[src/hw/rtl/pab64_pkg.sv]
// ---------------------------------------------------------------------------
// pab64_pkg
// Shared constants, types and character helpers of the PEM armor base64
// extractor: armor prefixes, the base64 character class and the line job.
// ---------------------------------------------------------------------------
`timescale 1ns / 1ps
`default_nettype none

package pab64_pkg;

    // Line buffer size range and default
    localparam int LINE_KEEP_MAX_DEF = 64;
    localparam int LINE_KEEP_LIMIT   = 64;

    // Count field of a line job covers the largest legal buffer
    localparam int JOB_CNT_W = $clog2(LINE_KEEP_LIMIT + 1);

    // Armor prefix lengths and column saturation point
    localparam logic [3:0] BEGIN_LEN  = 4'd11;
    localparam logic [3:0] END_LEN    = 4'd9;
    localparam logic [3:0] COLUMN_SAT = 4'd11;

    // Character codes
    localparam logic [7:0] CH_NEWLINE = 8'h0A;
    localparam logic [7:0] CH_PLUS    = 8'h2B;
    localparam logic [7:0] CH_SLASH   = 8'h2F;
    localparam logic [7:0] CH_EQUAL   = 8'h3D;
    localparam logic [7:0] CH_DASH    = 8'h2D;
    localparam logic [7:0] CH_SPACE   = 8'h20;

    // One completed body line waiting to be drained
    typedef struct packed {
        logic                 bank;
        logic                 overflow;
        logic [JOB_CNT_W-1:0] count;
    } job_t;

    // Drain engine states
    typedef enum logic {
        BK_IDLE,
        BK_SHOW
    } back_state_t;

    // Expected character of "-----BEGIN " at a column
    function automatic logic [7:0] begin_char(input logic [3:0] col);
        logic [7:0] ch;
        unique case (col) inside
            4'd0, 4'd1, 4'd2, 4'd3, 4'd4: ch = CH_DASH;
            4'd5:    ch = "B";
            4'd6:    ch = "E";
            4'd7:    ch = "G";
            4'd8:    ch = "I";
            4'd9:    ch = "N";
            4'd10:   ch = CH_SPACE;
            default: ch = 8'h00;
        endcase
        return ch;
    endfunction

    // Expected character of "-----END " at a column
    function automatic logic [7:0] end_char(input logic [3:0] col);
        logic [7:0] ch;
        unique case (col) inside
            4'd0, 4'd1, 4'd2, 4'd3, 4'd4: ch = CH_DASH;
            4'd5:    ch = "E";
            4'd6:    ch = "N";
            4'd7:    ch = "D";
            4'd8:    ch = CH_SPACE;
            default: ch = 8'h00;
        endcase
        return ch;
    endfunction

    // Base64 character class: letters, digits, plus, slash, equal
    function automatic logic is_b64(input logic [7:0] c);
        return ((c >= "a") && (c <= "z")) || ((c >= "A") && (c <= "Z")) ||
               ((c >= "0") && (c <= "9")) || (c == CH_PLUS) ||
               (c == CH_SLASH) || (c == CH_EQUAL);
    endfunction

endpackage

`default_nettype wire

[src/hw/rtl/pab64_ram.sv]
// ---------------------------------------------------------------------------
// pab64_ram
// Generic simple dual-port RAM: one write port, one read port with a
// registered read that holds its data while no read is issued.
// ---------------------------------------------------------------------------
`timescale 1ns / 1ps
`default_nettype none

module pab64_ram #(
    parameter int WIDTH  = 8,
    parameter int DEPTH  = 128,
    parameter int ADDR_W = $clog2(DEPTH)
) (
    input  wire logic              clk,
    input  wire logic              wr_en,
    input  wire logic [ADDR_W-1:0] wr_addr,
    input  wire logic [WIDTH-1:0]  wr_data,
    input  wire logic              rd_en,
    input  wire logic [ADDR_W-1:0] rd_addr,
    output logic      [WIDTH-1:0]  rd_data
);

    logic [WIDTH-1:0] mem_reg [DEPTH];

    // Write port
    always_ff @(posedge clk)
    begin
        if (wr_en)
        begin
            mem_reg[wr_addr] <= wr_data;
        end
    end

    // Registered read port
    always_ff @(posedge clk)
    begin
        if (rd_en)
        begin
            rd_data <= mem_reg[rd_addr];
        end
    end

endmodule

`default_nettype wire

[src/hw/rtl/pab64_job_fifo.sv]
// ---------------------------------------------------------------------------
// pab64_job_fifo
// Two-entry queue of completed body lines between the byte front end and
// the drain engine; one entry for each half of the line buffer.
// ---------------------------------------------------------------------------
`timescale 1ns / 1ps
`default_nettype none

module pab64_job_fifo
    import pab64_pkg::*;
(
    input  wire logic clk,
    input  wire logic rst_n,
    input  wire logic push,
    input  wire job_t push_job,
    input  wire logic pop,
    output job_t      head_job,
    output logic      empty,
    output logic      full
);

    job_t       slot_reg [2];
    logic       wr_ptr_reg;
    logic       rd_ptr_reg;
    logic [1:0] fill_reg;
    logic [1:0] fill_next;

    assign empty    = (fill_reg == 2'd0);
    assign full     = (fill_reg == 2'd2);
    assign head_job = slot_reg[rd_ptr_reg];

    // Track occupancy
    always_comb
    begin
        fill_next = fill_reg;
        if (push && !pop)
        begin
            fill_next = fill_reg + 2'd1;
        end
        else if (pop && !push)
        begin
            fill_next = fill_reg - 2'd1;
        end
    end

    // Advance pointers
    always_ff @(posedge clk or negedge rst_n)
    begin
        if (!rst_n)
        begin
            wr_ptr_reg <= 1'b0;
            rd_ptr_reg <= 1'b0;
            fill_reg   <= 2'd0;
        end
        else
        begin
            fill_reg <= fill_next;
            if (push)
            begin
                wr_ptr_reg <= ~wr_ptr_reg;
            end
            if (pop)
            begin
                rd_ptr_reg <= ~rd_ptr_reg;
            end
        end
    end

    // Store pushed jobs
    always_ff @(posedge clk)
    begin
        if (push)
        begin
            slot_reg[wr_ptr_reg] <= push_job;
        end
    end

endmodule

`default_nettype wire

[src/hw/rtl/pab64_front.sv]
// ---------------------------------------------------------------------------
// pab64_front
// Byte front end: tracks the armor prefixes and skipping mode, stores the
// kept base64 characters of the current line in one half of the line
// buffer, and queues a line job at each newline of a body line that kept characters.
// ---------------------------------------------------------------------------
`timescale 1ns / 1ps
`default_nettype none

module pab64_front
    import pab64_pkg::*;
#(
    parameter int LINE_KEEP_MAX = LINE_KEEP_MAX_DEF,
    parameter int ADDR_W        = $clog2(2 * LINE_KEEP_MAX)
) (
    input  wire logic              clk,
    input  wire logic              rst_n,
    input  wire logic              accept,
    input  wire logic [7:0]        text_byte,
    input  wire logic              new_object,
    output logic                   push,
    output job_t                   push_job,
    output logic                   wr_en,
    output logic      [ADDR_W-1:0] wr_addr,
    output logic      [7:0]        wr_data
);

    localparam int CNT_W = $clog2(LINE_KEEP_MAX + 1);
    localparam int IDX_W = $clog2(LINE_KEEP_MAX);

    logic             skipping_reg, skipping_next;
    logic [3:0]       column_reg, column_next;
    logic             begin_ok_reg, begin_ok_next;
    logic             end_ok_reg, end_ok_next;
    logic [CNT_W-1:0] count_reg, count_next;
    logic             ovf_reg, ovf_next;
    logic             bank_reg, bank_next;

    logic             skip_eff;
    logic [3:0]       col_eff;
    logic             begin_eff;
    logic             end_eff;
    logic [CNT_W-1:0] cnt_eff;
    logic             ovf_eff;
    logic             is_begin;
    logic             is_end;
    logic [IDX_W-1:0] wr_idx;

    assign wr_data = text_byte;
    assign wr_idx  = cnt_eff[IDX_W-1:0];

    // Classify the accepted byte and update the line state
    always_comb
    begin
        skipping_next = skipping_reg;
        column_next   = column_reg;
        begin_ok_next = begin_ok_reg;
        end_ok_next   = end_ok_reg;
        count_next    = count_reg;
        ovf_next      = ovf_reg;
        bank_next     = bank_reg;
        push          = 1'b0;
        wr_en         = 1'b0;

        // New object drops the open line and returns to skipping
        skip_eff  = new_object ? 1'b1 : skipping_reg;
        col_eff   = new_object ? 4'd0 : column_reg;
        begin_eff = new_object ? 1'b1 : begin_ok_reg;
        end_eff   = new_object ? 1'b1 : end_ok_reg;
        cnt_eff   = new_object ? '0 : count_reg;
        ovf_eff   = new_object ? 1'b0 : ovf_reg;

        is_begin = begin_eff && (col_eff >= BEGIN_LEN);
        is_end   = end_eff && (col_eff >= END_LEN);

        push_job.bank     = bank_reg;
        push_job.overflow = ovf_eff;
        push_job.count    = JOB_CNT_W'(cnt_eff);

        wr_addr = bank_reg ? (ADDR_W'(LINE_KEEP_MAX) + ADDR_W'(wr_idx)) : ADDR_W'(wr_idx);

        if (accept)
        begin
            if (text_byte == CH_NEWLINE)
            begin
                skipping_next = skip_eff;
                if (is_begin)
                begin
                    skipping_next = 1'b0;
                end
                else if (is_end)
                begin
                    skipping_next = 1'b1;
                end
                else if (!skip_eff && (cnt_eff != '0))
                begin
                    // Hand the finished line over and switch buffer halves
                    push      = 1'b1;
                    bank_next = ~bank_reg;
                end
                column_next   = 4'd0;
                begin_ok_next = 1'b1;
                end_ok_next   = 1'b1;
                count_next    = '0;
                ovf_next      = 1'b0;
            end
            else
            begin
                skipping_next = skip_eff;
                begin_ok_next = begin_eff;
                end_ok_next   = end_eff;
                count_next    = cnt_eff;
                ovf_next      = ovf_eff;
                column_next   = col_eff;
                if ((col_eff < BEGIN_LEN) && (text_byte != begin_char(col_eff)))
                begin
                    begin_ok_next = 1'b0;
                end
                if ((col_eff < END_LEN) && (text_byte != end_char(col_eff)))
                begin
                    end_ok_next = 1'b0;
                end
                if (col_eff < COLUMN_SAT)
                begin
                    column_next = col_eff + 4'd1;
                end
                // Keep base64 characters, drop and flag the excess
                if (is_b64(text_byte))
                begin
                    if (cnt_eff < CNT_W'(LINE_KEEP_MAX))
                    begin
                        wr_en      = 1'b1;
                        count_next = cnt_eff + 1'b1;
                    end
                    else
                    begin
                        ovf_next = 1'b1;
                    end
                end
            end
        end
    end

    // Hold line state
    always_ff @(posedge clk or negedge rst_n)
    begin
        if (!rst_n)
        begin
            skipping_reg <= 1'b1;
            column_reg   <= 4'd0;
            begin_ok_reg <= 1'b1;
            end_ok_reg   <= 1'b1;
            count_reg    <= '0;
            ovf_reg      <= 1'b0;
            bank_reg     <= 1'b0;
        end
        else
        begin
            skipping_reg <= skipping_next;
            column_reg   <= column_next;
            begin_ok_reg <= begin_ok_next;
            end_ok_reg   <= end_ok_next;
            count_reg    <= count_next;
            ovf_reg      <= ovf_next;
            bank_reg     <= bank_next;
        end
    end

endmodule

`default_nettype wire

[src/hw/rtl/pab64_back.sv]
// ---------------------------------------------------------------------------
// pab64_back
// Drain engine: takes queued line jobs and reads their characters out of
// the line buffer one per cycle while out_ready is high, marking the last one of each line.
// ---------------------------------------------------------------------------
`timescale 1ns / 1ps
`default_nettype none

module pab64_back
    import pab64_pkg::*;
#(
    parameter int LINE_KEEP_MAX = LINE_KEEP_MAX_DEF,
    parameter int ADDR_W        = $clog2(2 * LINE_KEEP_MAX)
) (
    input  wire logic              clk,
    input  wire logic              rst_n,
    input  wire logic              job_empty,
    input  wire job_t              head_job,
    output logic                   pop,
    output logic                   rd_en,
    output logic      [ADDR_W-1:0] rd_addr,
    output logic                   out_valid,
    input  wire logic              out_ready,
    output logic                   out_last,
    output logic                   out_ovf
);

    localparam int IDX_W = $clog2(LINE_KEEP_MAX);

    back_state_t      state_reg, state_next;
    job_t             job_reg, job_next;
    logic [IDX_W-1:0] idx_reg, idx_next;

    logic             last_char;
    logic             rd_bank;
    logic [IDX_W-1:0] rd_idx;

    assign last_char = ((JOB_CNT_W'(idx_reg) + 1'b1) == job_reg.count);
    assign out_valid = (state_reg == BK_SHOW);
    assign out_last  = last_char;
    assign out_ovf   = job_reg.overflow;
    assign rd_addr   = rd_bank ? (ADDR_W'(LINE_KEEP_MAX) + ADDR_W'(rd_idx))
                               : ADDR_W'(rd_idx);

    // Sequence reads: prefetch the next character as the current one leaves
    always_comb
    begin
        state_next = state_reg;
        job_next   = job_reg;
        idx_next   = idx_reg;
        pop        = 1'b0;
        rd_en      = 1'b0;
        rd_bank    = job_reg.bank;
        rd_idx     = idx_reg + 1'b1;
        unique case (state_reg)
            BK_IDLE:
            begin
                if (!job_empty)
                begin
                    pop        = 1'b1;
                    rd_en      = 1'b1;
                    rd_bank    = head_job.bank;
                    rd_idx     = '0;
                    job_next   = head_job;
                    idx_next   = '0;
                    state_next = BK_SHOW;
                end
            end
            BK_SHOW:
            begin
                if (out_ready)
                begin
                    if (!last_char)
                    begin
                        rd_en    = 1'b1;
                        idx_next = idx_reg + 1'b1;
                    end
                    else if (!job_empty)
                    begin
                        pop      = 1'b1;
                        rd_en    = 1'b1;
                        rd_bank  = head_job.bank;
                        rd_idx   = '0;
                        job_next = head_job;
                        idx_next = '0;
                    end
                    else
                    begin
                        state_next = BK_IDLE;
                    end
                end
            end
            default:
            begin
                state_next = BK_IDLE;
            end
        endcase
    end

    // Hold drain state
    always_ff @(posedge clk or negedge rst_n)
    begin
        if (!rst_n)
        begin
            state_reg <= BK_IDLE;
        end
        else
        begin
            state_reg <= state_next;
        end
    end

    // Hold current job and character index
    always_ff @(posedge clk)
    begin
        job_reg <= job_next;
        idx_reg <= idx_next;
    end

endmodule

`default_nettype wire

[src/hw/rtl/pem_armor_base64_extractor.sv]
// ---------------------------------------------------------------------------
// pem_armor_base64_extractor
// Strips PEM armor lines and line breaks from a byte stream and delivers
// the base64 body characters of each body line, last one marked.
// ---------------------------------------------------------------------------
//  Channel | Dir | tdata           | tlast     | tuser
//  s_*     | in  | [7:0] text_byte | -         | new_object
//  m_*     | out | [7:0] char_out  | line_end  | line_overflowed
//
//  Each byte is taken when s_tvalid and s_tready are both high. A body line
//  drains from the line buffer at one character per cycle while m_tready is high.
//  The line buffer has two halves; s_tready drops while both hold lines not
//  yet drained. m_tvalid holds with stable data until m_tready is seen.
//  Reset returns to skipping mode with an empty line and an empty queue.
// ---------------------------------------------------------------------------
`timescale 1ns / 1ps
`default_nettype none

module pem_armor_base64_extractor
    import pab64_pkg::*;
#(
    parameter int LINE_KEEP_MAX = LINE_KEEP_MAX_DEF
) (
    input  wire logic       clk,
    input  wire logic       rst_n,
    input  wire logic       s_tvalid,
    output logic            s_tready,
    input  wire logic [7:0] s_tdata,   // [7:0] text_byte
    input  wire logic       s_tuser,   // [0] new_object
    output logic            m_tvalid,
    input  wire logic       m_tready,
    output logic      [7:0] m_tdata,   // [7:0] char_out
    output logic            m_tlast,   // line_end
    output logic            m_tuser    // [0] line_overflowed
);

    localparam int DEPTH  = 2 * LINE_KEEP_MAX;
    localparam int ADDR_W = $clog2(DEPTH);

    logic              accept;
    logic              push;
    job_t              push_job;
    logic              pop;
    job_t              head_job;
    logic              job_empty;
    logic              job_full;
    logic              wr_en;
    logic [ADDR_W-1:0] wr_addr;
    logic [7:0]        wr_data;
    logic              rd_en;
    logic [ADDR_W-1:0] rd_addr;

    // Hold input while both buffer halves carry lines: queued or draining
    assign s_tready = !job_full && !(m_tvalid && !job_empty);
    assign accept   = s_tvalid && s_tready;

    // Classify bytes and fill the line buffer
    pab64_front #(
        .LINE_KEEP_MAX (LINE_KEEP_MAX),
        .ADDR_W        (ADDR_W)
    ) u_front (
        .clk        (clk),
        .rst_n      (rst_n),
        .accept     (accept),
        .text_byte  (s_tdata),
        .new_object (s_tuser),
        .push       (push),
        .push_job   (push_job),
        .wr_en      (wr_en),
        .wr_addr    (wr_addr),
        .wr_data    (wr_data)
    );

    // Queue completed lines
    pab64_job_fifo u_fifo (
        .clk      (clk),
        .rst_n    (rst_n),
        .push     (push),
        .push_job (push_job),
        .pop      (pop),
        .head_job (head_job),
        .empty    (job_empty),
        .full     (job_full)
    );

    // Line buffer, two halves
    pab64_ram #(
        .WIDTH  (8),
        .DEPTH  (DEPTH),
        .ADDR_W (ADDR_W)
    ) u_line_buf (
        .clk     (clk),
        .wr_en   (wr_en),
        .wr_addr (wr_addr),
        .wr_data (wr_data),
        .rd_en   (rd_en),
        .rd_addr (rd_addr),
        .rd_data (m_tdata)
    );

    // Drain lines to the output
    pab64_back #(
        .LINE_KEEP_MAX (LINE_KEEP_MAX),
        .ADDR_W        (ADDR_W)
    ) u_back (
        .clk       (clk),
        .rst_n     (rst_n),
        .job_empty (job_empty),
        .head_job  (head_job),
        .pop       (pop),
        .rd_en     (rd_en),
        .rd_addr   (rd_addr),
        .out_valid (m_tvalid),
        .out_ready (m_tready),
        .out_last  (m_tlast),
        .out_ovf   (m_tuser)
    );

endmodule

`default_nettype wire
[config.mk]
export PLATFORM = sky130hd
export DESIGN_NAME = pem_armor_base64_extractor
export DESIGN_NICKNAME = d
export VERILOG_FILES = /design/src/hw/rtl/pab64_pkg.sv /design/src/hw/rtl/pab64_ram.sv /design/src/hw/rtl/pab64_job_fifo.sv /design/src/hw/rtl/pab64_front.sv /design/src/hw/rtl/pab64_back.sv /design/src/hw/rtl/pem_armor_base64_extractor.sv
export SDC_FILE = /design/constraint.sdc
export NUM_CORES = 1
export LEC_CHECK = 0
export ABC_AREA = 1
export BUFFER_PORTS_ARGS = -buffer_cell sky130_fd_sc_hd__buf_2
export CORE_MARGIN = 3
export CORE_UTILIZATION = 32
export DETAILED_ROUTE_END_ITERATION = 8
export GPL_TIMING_DRIVEN = 1
export HOLD_SLACK_MARGIN = 0.12
export PLACE_DENSITY_LB_ADDON = 0.1
export SYNTH_ARGS = -nofsm -noshare
export SYNTH_HDL_FRONTEND = slang
export SYNTH_SLANG_ARGS = --single-unit
[constraint.sdc]
create_clock -name clk -period 4.1 [get_ports clk]
set_input_delay 0.82 -clock clk [delete_from_list [all_inputs] [get_ports clk]]
set_output_delay 0.82 -clock clk [all_outputs]
set_load 0.03 [all_outputs]
# Word-level counts from Yosys, hierarchy flattened
# Memories as Yosys holds them, arrays and structs flattened. A register that Yosys moved wholly into a read port is not among the register bits.
# Cells that the tools add are included.
classes:
  n_bitwise: 6
  eq_ne: 20
  add_sub_neg: 8
  n_lt_le_gt_ge: 11
  n_div: 0
  reduce_logical: 31
  shift: 0
  muxes: 69
  mul: 0
ops:
  columns: ["operator", "n"]
  rows:
  - ["case mux 7 bit (7 select lines)", 1]
  - ["two-way mux 7 bit", 6]
  - ["two-way mux 1 bit", 36]
  - ["two-way mux 6 bit", 6]
  - ["case mux 7 bit (5 select lines)", 1]
  - ["two-way mux 8 bit", 4]
  - ["two-way mux 9 bit", 3]
  - ["equality test 8 x 6 -> 1 bit (second input constant)", 3]
  - ["case mux 6 bit (2 select lines)", 2]
  - ["case mux 9 bit (2 select lines)", 1]
  - ["equality test 4 x 3 -> 1 bit (second input constant)", 4]
  - ["greater-or-equal comparator 8 x 7 -> 1 bit (second input constant)", 2]
  - ["<= comparator 8 x 7 -> 1 bit (second input constant)", 2]
  - ["inequality test 8 bit", 2]
  - ["adder 7 x 6 -> 7 bit (first input constant)", 2]
  - ["logical AND 1 bit", 13]
  - ["equality test 4 bit (second input constant)", 3]
  - ["two-way mux 4 bit", 3]
  - ["equality test 4 x 2 -> 1 bit (second input constant)", 2]
  - ["equality test 8 x 4 -> 1 bit (second input constant)", 1]
  - ["greater-or-equal comparator 4 bit (second input constant)", 2]
  - ["greater-or-equal comparator 8 x 6 -> 1 bit (second input constant)", 1]
  - ["<= comparator 8 x 6 -> 1 bit (second input constant)", 1]
  - ["< comparator 4 bit (second input constant)", 2]
  - ["23 further kinds", 42]
totals:
  latchBits: 0
  n_memories: 2
  register_bits: 36
  rom_bits: 0
  ramBits: 1042
  out_inout_bits: 12
  in_bits: 13
memory_table:
  columns: ["memory", "words", "width", "rd", "rd_clocked_by_memory_dff", "wr", "line_no", "text"]
  rows:
  - ["u_line_buf.mem_reg", 128, 8, 1, 1, 1, "pab64_ram.sv:23", "logic [WIDTH-1:0] mem_reg [DEPTH];"]
  - ["u_fifo.slot_reg", 2, 9, 1, 0, 1, "pab64_job_fifo.sv:22", "job_t slot_reg [2];"]

# Logic depth before layout (Yosys ltp)
# Gate-level depths: netlist of the first run.
logic_depth:
  ltp_word: 12
  depth_mapped: 24
  depth_no_buf: 22

# Modules after synthesis
# Synthesis of the first run repeated with hierarchy kept, for this count alone.
unflattened:
  hier_cells: 4023
  area_unflattened_um2: 45797.7
by_module_without_submodules:
  columns: ["module", "area_per_inst_um2", "cells_per_inst", "seq_area_each_um2", "instances"]
  rows:
  - ["pab64_ram", 42184.2, 3575, 30989.7, 1]
  - ["pab64_front", 1700.4, 261, 404.1, 1]
  - ["pab64_back", 985.9, 127, 475.5, 1]
  - ["pab64_job_fifo", 893.4, 53, 640.6, 1]
  - ["pem_armor_base64_extractor", 33.8, 7, 0.0, 1]

# Least setup slack after synthesis of the first run
# OpenSTA, ideal clock, no wires.
synth_path:
  path_type: "input port to flip-flop"
  startpoint: "input port s_tuser"
  endpoint: "memory u_fifo.slot_reg[1][0] (netlist name) (enable)"
  arrival_time_ns: 2.903
  path_slack_ns: 0.823
  n_path_buf: 1
  stages: 12
  path_cell_list: "clkbuf_1 -> nor2_1 -> ha_1 -> nor2_1 -> nor2_1 -> inv_1 -> nor2_1 -> inv_1 -> o21ai_0 -> nor4_1 -> inv_1 -> nor2_1"
synth_via:
  elab_chain_len: 10
synth_lines:
  columns: ["element", "line_no", "text"]
  rows:
  - ["start, declared", "pem_armor_base64_extractor.sv:29", "input wire logic s_tuser,"]
  - ["branches (longest 5 deep; another with greater-or-equal comparator 4 bit)", null, null]
  - ["two-way mux 1 bit *", "pab64_front.sv:87", "if (is_begin)"]
  - ["two-way mux 1 bit *", "pab64_front.sv:84", "if (text_byte == CH_NEWLINE)"]
  - ["two-way mux 1 bit *", "pab64_front.sv:82", "if (accept)"]
  - ["net push", "pem_armor_base64_extractor.sv:41", "logic push;"]
  - ["two-way mux 1 bit *", "pab64_job_fifo.sv:72", "if (push)"]
  - ["two-way mux 1 bit (implied by the code) *", "pab64_job_fifo.sv:74", "slot_reg[wr_ptr_reg] <= push_job;"]
  - ["end, declared", "pab64_job_fifo.sv:22", null]
# Mark *: on every way through the listed nets, which the timed path passes.

# Final worst setup path of the first run
layout_path:
  startpoint: "register u_back.idx_reg[1]"
  endpoint: "register u_line_buf.rd_data[5] (read register of u_line_buf.mem_reg) (data pin)"
layout_via:
  elab_chain_len: 7
layout_lines:
  columns: ["element", "line_no", "text"]
  rows:
  - ["start, declared", "pab64_back.sv:32", "logic [IDX_W-1:0] idx_reg, idx_next;"]
  - ["start signal, assigned", "pab64_back.sv:117", "idx_reg <= idx_next;"]
  - ["adder 6 x 1 -> 7 bit or adder 6 x 1 -> 6 bit (tied branches)", "pab64_back.sv:38, pab64_back.sv:54", null]
  - ["equality test 7 bit or two-way mux 6 bit (tied branches)", "pab64_back.sv:38, pab64_back.sv:58, pab64_back.sv:78", null]
  - ["two-way mux 6 bit", "pab64_back.sv:73", "if (!last_char)"]
  - ["two-way mux 6 bit", "pab64_back.sv:71", "if (out_ready)"]
  - ["case mux 6 bit (2 select lines)", "pab64_back.sv:55", "unique case (state_reg)"]
  - ["adder 7 x 6 -> 7 bit", "pab64_back.sv:42", "assign rd_addr = rd_bank ? (ADDR_W'(LINE_KEEP_MAX) + ADDR_W'(rd_idx))"]
  - ["two-way mux 7 bit", "pab64_back.sv:42", null]
  - ["end, declared", "pab64_ram.sv:20", "output logic [WIDTH-1:0] rd_data"]
# Parallel ways exist; a longest one is shown, timed or not.
# A chain may end at the register's enable or synchronous reset.

==> flow_summary.ini, run 1 <==
[pwr]
power.share.clock = 0.406
max-vdd-ir-drop_v = 0.000404
p_int_mw = 19.5
p_per_area_nw_per_um2 = 490
comb_power_share = 0.139
leakage_nw = 20.9
seqPwrFrac = 0.454
power_switching_mw = 7.55
post-layout-total-power_mw = 27.1
netSwitchingFraction = 0.279

[clock_network]
cts_buffer_depth = 3
htreeDepth = 4
cts_buffers = 130
clock_sinks = 1086
cts_tree = done
clk-insertion-delay-late_ns = 0.77
clk_pin_slew_worst_paths_ns = 0.06
root_buffer = clkbuf_16

[cells_and_area]
utilization = 0.373
num_antenna_cells = 0
largest_reg_flops = 1024
drive_gt1_frac = 0.103
stdcell_area_um2 = 55300
syn_to_final_growth_pct = 15.7
nets = 4494

[worst_hold_path]
hold_path.class = input pin to flip-flop

[yosys]
netlist_instances = 4376
synth-xor-area-share = 0.00238
synth-seq-cells = 1086
postSynthAreaPerCell_um2 = 10.9
synth_edf_count = 1065
synth_fp_nets = 4398
syn_area_um2 = 47800
synthMuxAreaShare = 0
ys_warn_count = 0
synth_top_family_by_area = simple AND/OR/NAND/NOR gates
synth-main-ff-cell = edfxtp_1
async_reset_ff_frac = 0.0193
synth_compound_area_frac = 0.0183
yosysSeqAreaShare = 0.680
synthSimpleGateAreaFrac = 0.237
synthAdderAreaFrac = 0.00235
synth_cell_types = 46

[routing]
first_iter_violations = 2924
wl_um = 155000
routedWlPerCell_um = 23.8
drc = 0
route.vias.total = 32600
viasPerCell = 5.02
first_pass_iters = 7
ant_nets = 0

[worst_setup_path]
worstPathCellList = ha_1, inv_1, nand2_1, nand2_1, nor2_1, nand3_1, nor2_1, nand3_2, nand2_4, nand2_8, nand2_8, buf_12, nand3_1, nand3_1, nand3_1, nand3_1, nand3_1, nand2_1, nand2_1, nand2_1
crit_family = simple AND/OR/NAND/NOR gates
rr_worst_depth = 20
cp.required_ns = 4.74
worstPathArrival_ns = 4.61
cp_num_cells = 20
r2r_slack_ns = 0.12
crit_type = flip-flop to flip-flop
crit_buf_inv = 2
startpoint_type = flip-flop
path_common_cell = nand3_1
r2r-start = u_back.idx_reg[1]
crit_path_top_delay_cell = edfxtp_1
cp_slowest_stage_delay_ns = 0.45
reg2reg_to = u_line_buf.rd_data[5]
startpoint = u_back.idx_reg[1]
endpoint = u_line_buf.rd_data[5]
crit_path_max_fanout = 97
endpoint_kind = flip-flop

[grt]
grt_max_degree = 142
antenna_found_initial = 10
grt_overflow = 0
grt_pass1_wl_um = 224000
grt_pass1_vias = 31700
track_usage = 0.200

[placed_design]
place_area_um2 = 51300
dp_hpwl_um = 89400
dpl_worst_slack_ns = 0.0536
gp_congestion = 0.836
io_buffers = 24

[timing]
rsz0062_at_grt = yes
clock_skew_ns = 0.0255
max_freq_mhz = 252
slew_headroom = 0.298
tightest_slew_ns = 1.04
fin_crit_ns = 3.98
timing.final.crit_share = 0.970
setup_violations = 0
drv_slew = 0
hold_viol_final = 0
setup_ws_ns = 0.125
finalHoldWorstSlack_ns = 0.354

[floorplan]
io_pins = 25
dieArea_um2 = 154000
rows = 141
start_util = 0.323
core-area_um2 = 148000
die_h_um = 393
die_w_um = 393

[status]
run_status = completed

[job]
maxCapViolCount = 0
-- synthesized netlist by cell type (3+ instances only) --
cell,instances,share of area
or2_2,40,0.0052
buf_2,134,0.014
dfrtp_1,18,0.0094
o2111ai_1,23,0.0042
a21oi_1,13,0.0014
o21ai_0,82,0.0086
clkbuf_1,96,0.0075
inv_1,412,0.032
o22ai_1,9,0.0012
edfxtp_1,1065,0.67
nor2_1,355,0.028
nor4_1,4,0.00052
inv_2,3,0.00024
o31ai_1,3,0.00047
nand4_1,15,0.0020
ha_1,9,0.0024
nand3_1,977,0.10
clkinv_1,4,0.00031
buf_1,26,0.0020
dfstp_2,3,0.0016
buf_4,17,0.0027
nand3b_1,221,0.035
xor2_1,11,0.0020
nand2_4,3,0.00071
buf_6,3,0.00071
nor3_1,4,0.00042
nand2_1,802,0.063
-- worst min-delay path by stage --
stage / depth (start not counted) / to / from / slack (ns)
2_1_floorplan: 1 / u_fifo.fill_reg[1] / u_fifo.fill_reg[1] / 0.45
3_3_place_gp: 1 / u_fifo.fill_reg[1] / u_fifo.fill_reg[1] / 0.47
3_5_place_dp: 1 / u_fifo.fill_reg[1] / u_fifo.fill_reg[1] / 0.46
4_1_cts: 1 / u_line_buf.mem_reg[121][7] / s_tdata[7] / 0.30
5_1_grt: 1 / u_line_buf.mem_reg[121][7] / s_tdata[7] / 0.32
6_report: 1 / u_line_buf.mem_reg[121][7] / s_tdata[7] / 0.35
-- metal layers --
metal | routed length, um | share of wire | global-route usage
met1 | 70500 | 0.45 | 0.276
met2 | 71600 | 0.46 | 0.316
met3 | 8740 | 0.056 | 0.0408
met4 | 3980 | 0.026 | 0.0584
met5 | 182 | 0.0012 | 0.00861
-- kinds of logic (layout without fill, tap and decap cells) --
family | after synthesis | in the layout
XOR/XNOR | 13 | 13
flip-flops | 1086 | 1086
AO/OA/AOI/OAI | 145 | 145
AND/OR/NAND/NOR | 2426 | 2426
buffers and inverters | 697 | 893
adder cells (fa/ha/maj) | 9 | 9
-- worst reg2reg max path: cells and delay by family, from the launching register on --
family / cells / cell delay [ns]
simple gates: 17 / 2.70
flops: 1 / 0.45
buf+inv: 2 / 0.39
fa+ha+maj: 1 / 0.34
-- cell usage in the layout (no fill, tap or decap), drive strengths merged, types with 2 or more instances in the layout --
master | netlist | layout
edfxtp | 1065 | 1065
nand3 | 978 | 978
nand2 | 807 | 807
inv | 415 | 424
nor2 | 357 | 357
buf | 180 | 239
nand3b | 221 | 221
clkbuf | 98 | 167
o21ai | 84 | 84
clkinv | 4 | 57
or2 | 40 | 40
o2111ai | 23 | 23
dfrtp | 18 | 18
nand4 | 15 | 15
a21oi | 14 | 14
xor2 | 11 | 11
o22ai | 9 | 9
ha | 9 | 9
nor4 | 4 | 4
nor3 | 4 | 4
bufinv | 0 | 4
o31ai | 3 | 3
dfstp | 3 | 3
xnor2 | 2 | 2
a31oi | 2 | 2
-- through the flow --
stage          setup TNS, ns  cells
4_1_cts                    0   6500
5_1_grt               -0.115   6502
2_1_floorplan              0   4376
3_3_place_gp               0   6267
6_report                   0   6502
3_5_place_dp               0   6267
-- power by group through the flow --
stage,registers (mW),logic (mW),clock network (mW)
3_5_place_dp,12.5,3.76,0
6_report,12.3,3.78,11.0
4_1_cts,12.3,3.76,11.3
5_1_grt,12.3,4.09,11.8
2_1_floorplan,12.5,2.02,0
3_3_place_gp,12.5,3.78,0
-- final cells by class --
type                            instances  area [um2]
Multi-Input combinational cell       2593       12500
Clock buffer                          165        3490
Inverter                              419        1590
Clock inverter                         67         483
Sequential cell                      1086       32500
Tap cell                             1930        2410
Timing Repair Buffer                  242        2320
Fill cell                           14600       92900
-- what timing repair did --
action / 4_1_cts / 5_1_grt
gates resized for setup: 0 / 6
setup buffers: 0 / 0
hold buffers: 1 / 0
endpoints found under the hold margin: 18 / 0
setup endpoints to repair: 0 / 8
Note: power is estimated with default switching activity, not from simulation.
==> run 2, diff against run 1 <==
CORE_ASPECT_RATIO = 0.8   (was unset)
==> flow_summary.ini, run 2 (synthesized netlist as in run 1, its figures left out) <==
[status]
run_status = completed

[worst_hold_path]
min_to = u_line_buf.mem_reg[31][5]
hp-start = s_tdata[5]
hold_path_depth = 1
hold_path.class = input pin to flip-flop

[timing]
tns_ns = 0
drv_slew = 0
clock_skew_ns = 0.0229
fin_crit_ns = 3.90
rsz0062_at_grt = no
max_freq_mhz = 257
tightest_slew_ns = 1.05
hold_viol_final = 0
setup_violations = 0
slew_headroom = 0.300
timing.final.crit_share = 0.950
setup_ws_ns = 0.204

[worst_setup_path]
startpoint_type = flip-flop
crit_type = flip-flop to flip-flop
endpoint_kind = flip-flop
worstPathArrival_ns = 4.39
rr_worst_depth = 23
r2r-start = u_back.idx_reg[1]
crit_path_max_fanout = 62
r2r_slack_ns = 0.20
cp.required_ns = 4.59
reg2reg_to = u_line_buf.rd_data[2]

[floorplan]
rows = 126
core-area_um2 = 148000
die_h_um = 352
dieArea_um2 = 154000
start_util = 0.323
io_pins = 25
die_w_um = 438

[placed_design]
gp_congestion = 0.818
io_buffers = 24
dpl_worst_slack_ns = 0.191
dp_hpwl_um = 94700

[cells_and_area]
largest_reg_flops = 1024
final_common_cell = edfxtp_1
layout_common_cells = edfxtp_1, nand3_1, nand2_1
syn_to_final_growth_pct = 15.7
drive_gt1_frac = 0.106
nets = 4517

[job]
maxCapViolCount = 0

[routing]
wl_um = 159000
first_pass_iters = 7
routedWlPerCell_um = 24.1
ant_nets = 0
viasPerCell = 4.98
drc = 0
route.vias.total = 32800
first_iter_violations = 3183

[clock_network]
cts_setup_buffers = 0
root_buffer = clkbuf_16
clock_sinks = 1086
htreeDepth = 3
cts_tree = done
clk_pin_slew_worst_paths_ns = 0.06
clk-insertion-delay-late_ns = 0.74
cts_buffer_depth = 3
cts_buffers = 116

[grt]
antenna_found_initial = 7
grt_max_degree = 138
grt_overflow = 0
track_usage = 0.203
grt_pass1_vias = 31600
grt_pass1_wl_um = 231000

[pwr]
max-vdd-ir-drop_v = 0.000320
power.share.clock = 0.383
p_int_mw = 18.9
seqPwrFrac = 0.467
comb_power_share = 0.150
power_switching_mw = 7.39
netSwitchingFraction = 0.281
p_per_area_nw_per_um2 = 475
leakage_nw = 20.9
==> run 2: cell types whose count changed in the layout (fill, tap and decap cells not counted), sizes merged <==
cell      before  now
buf          239  278
clkbuf       167  157
clkinv        57   52
clkinvlp       1    4
diode          0    4
inv          424  417
==> run 2: area by class of cell <==
cell class                      count  area, um2
Antenna cell                        4       10.0
Clock buffer                      157       3140
Clock inverter                     58        394
Fill cell                       14600      92700
Inverter                          419       1590
Multi-Input combinational cell   2593      12500
Sequential cell                  1086      32500
Tap cell                         1984       2480
Timing Repair Buffer              279       2700
==> run 2: critical path: stages, from the launching register on <==
cell and delay (ns):
edfxtp_1 0.45, ha_1 0.26, inv_1 0.07, nand2_1 0.06, nand2_1 0.16, nand2_1 0.08, nand2_1 0.06, nand3_1 0.06
nor2_1 0.11, nand3_2 0.11, nand2_4 0.10, nand2_8 0.16, nand2_8 0.27, buf_16 0.31, buf_4 0.24, nand2_1 0.06
nand3_1 0.06, nand3_1 0.10, nand3_1 0.19, nand3_1 0.25, nand3_1 0.19, nand2_1 0.07, nand2_1 0.05, nand2_1 0.06
==> run 2: worst max-delay path by stage <==
stage,startpoint,to,slack (ns),cells after the start
floorplan,s_tuser,u_fifo.slot_reg[1][0],0.82,12
global placement,u_back.idx_reg[1],u_line_buf.rd_data[2],0.19,23
detailed placement,u_back.idx_reg[1],u_line_buf.rd_data[2],0.19,23
CTS,u_back.idx_reg[1],u_line_buf.rd_data[2],0.18,23
global route,u_back.idx_reg[1],u_line_buf.rd_data[1],0.008,23
finish,u_back.idx_reg[1],u_line_buf.rd_data[2],0.20,23
==> run 2: metrics by stage <==
stage / util / power [mW] / cell area (um2) / cells / hold WS [ns]
after floorplan: - / 14.5 / 47800 / 4376 / 0.447
after global placement: 0.350 / 16.5 / 51800 / 6360 / 0.469
after detailed placement: 0.350 / 16.5 / 51800 / 6360 / 0.470
after CTS: 0.374 / 26.6 / 55300 / 6576 / 0.335
after global routing: 0.374 / 27.3 / 55300 / 6576 / 0.347
final: 0.374 / 26.3 / 55300 / 6580 / 0.385
==> run 2: timing repair <==
action                                  CTS  global route
hold buffers                              1             0
endpoints found under the setup margin    0             8
resized for setup                         0             2
endpoints found under the hold margin    18             0
==> run 2: power groups by stage <==
stage / registers, mW / clock network (mW) / logic [mW]
after global placement: 12.5 / 0 / 3.97
final: 12.3 / 10.1 / 3.95
after CTS: 12.3 / 10.3 / 3.97
after floorplan: 12.5 / 0 / 2.02
after global routing: 12.3 / 10.8 / 4.27
after detailed placement: 12.5 / 0 / 3.95
==> run 2: layer usage <==
| layer | part of all wire | vias up | track usage |
|---|---|---|---|
| li1 | - | 15400 | - |
| met1 | 0.49 | 16300 | 0.308 |
| met2 | 0.43 | 900 | 0.301 |
| met3 | 0.059 | 203 | 0.0359 |
| met4 | 0.022 | 2 | 0.0480 |
| met5 | 0.000057 | - | 0 |
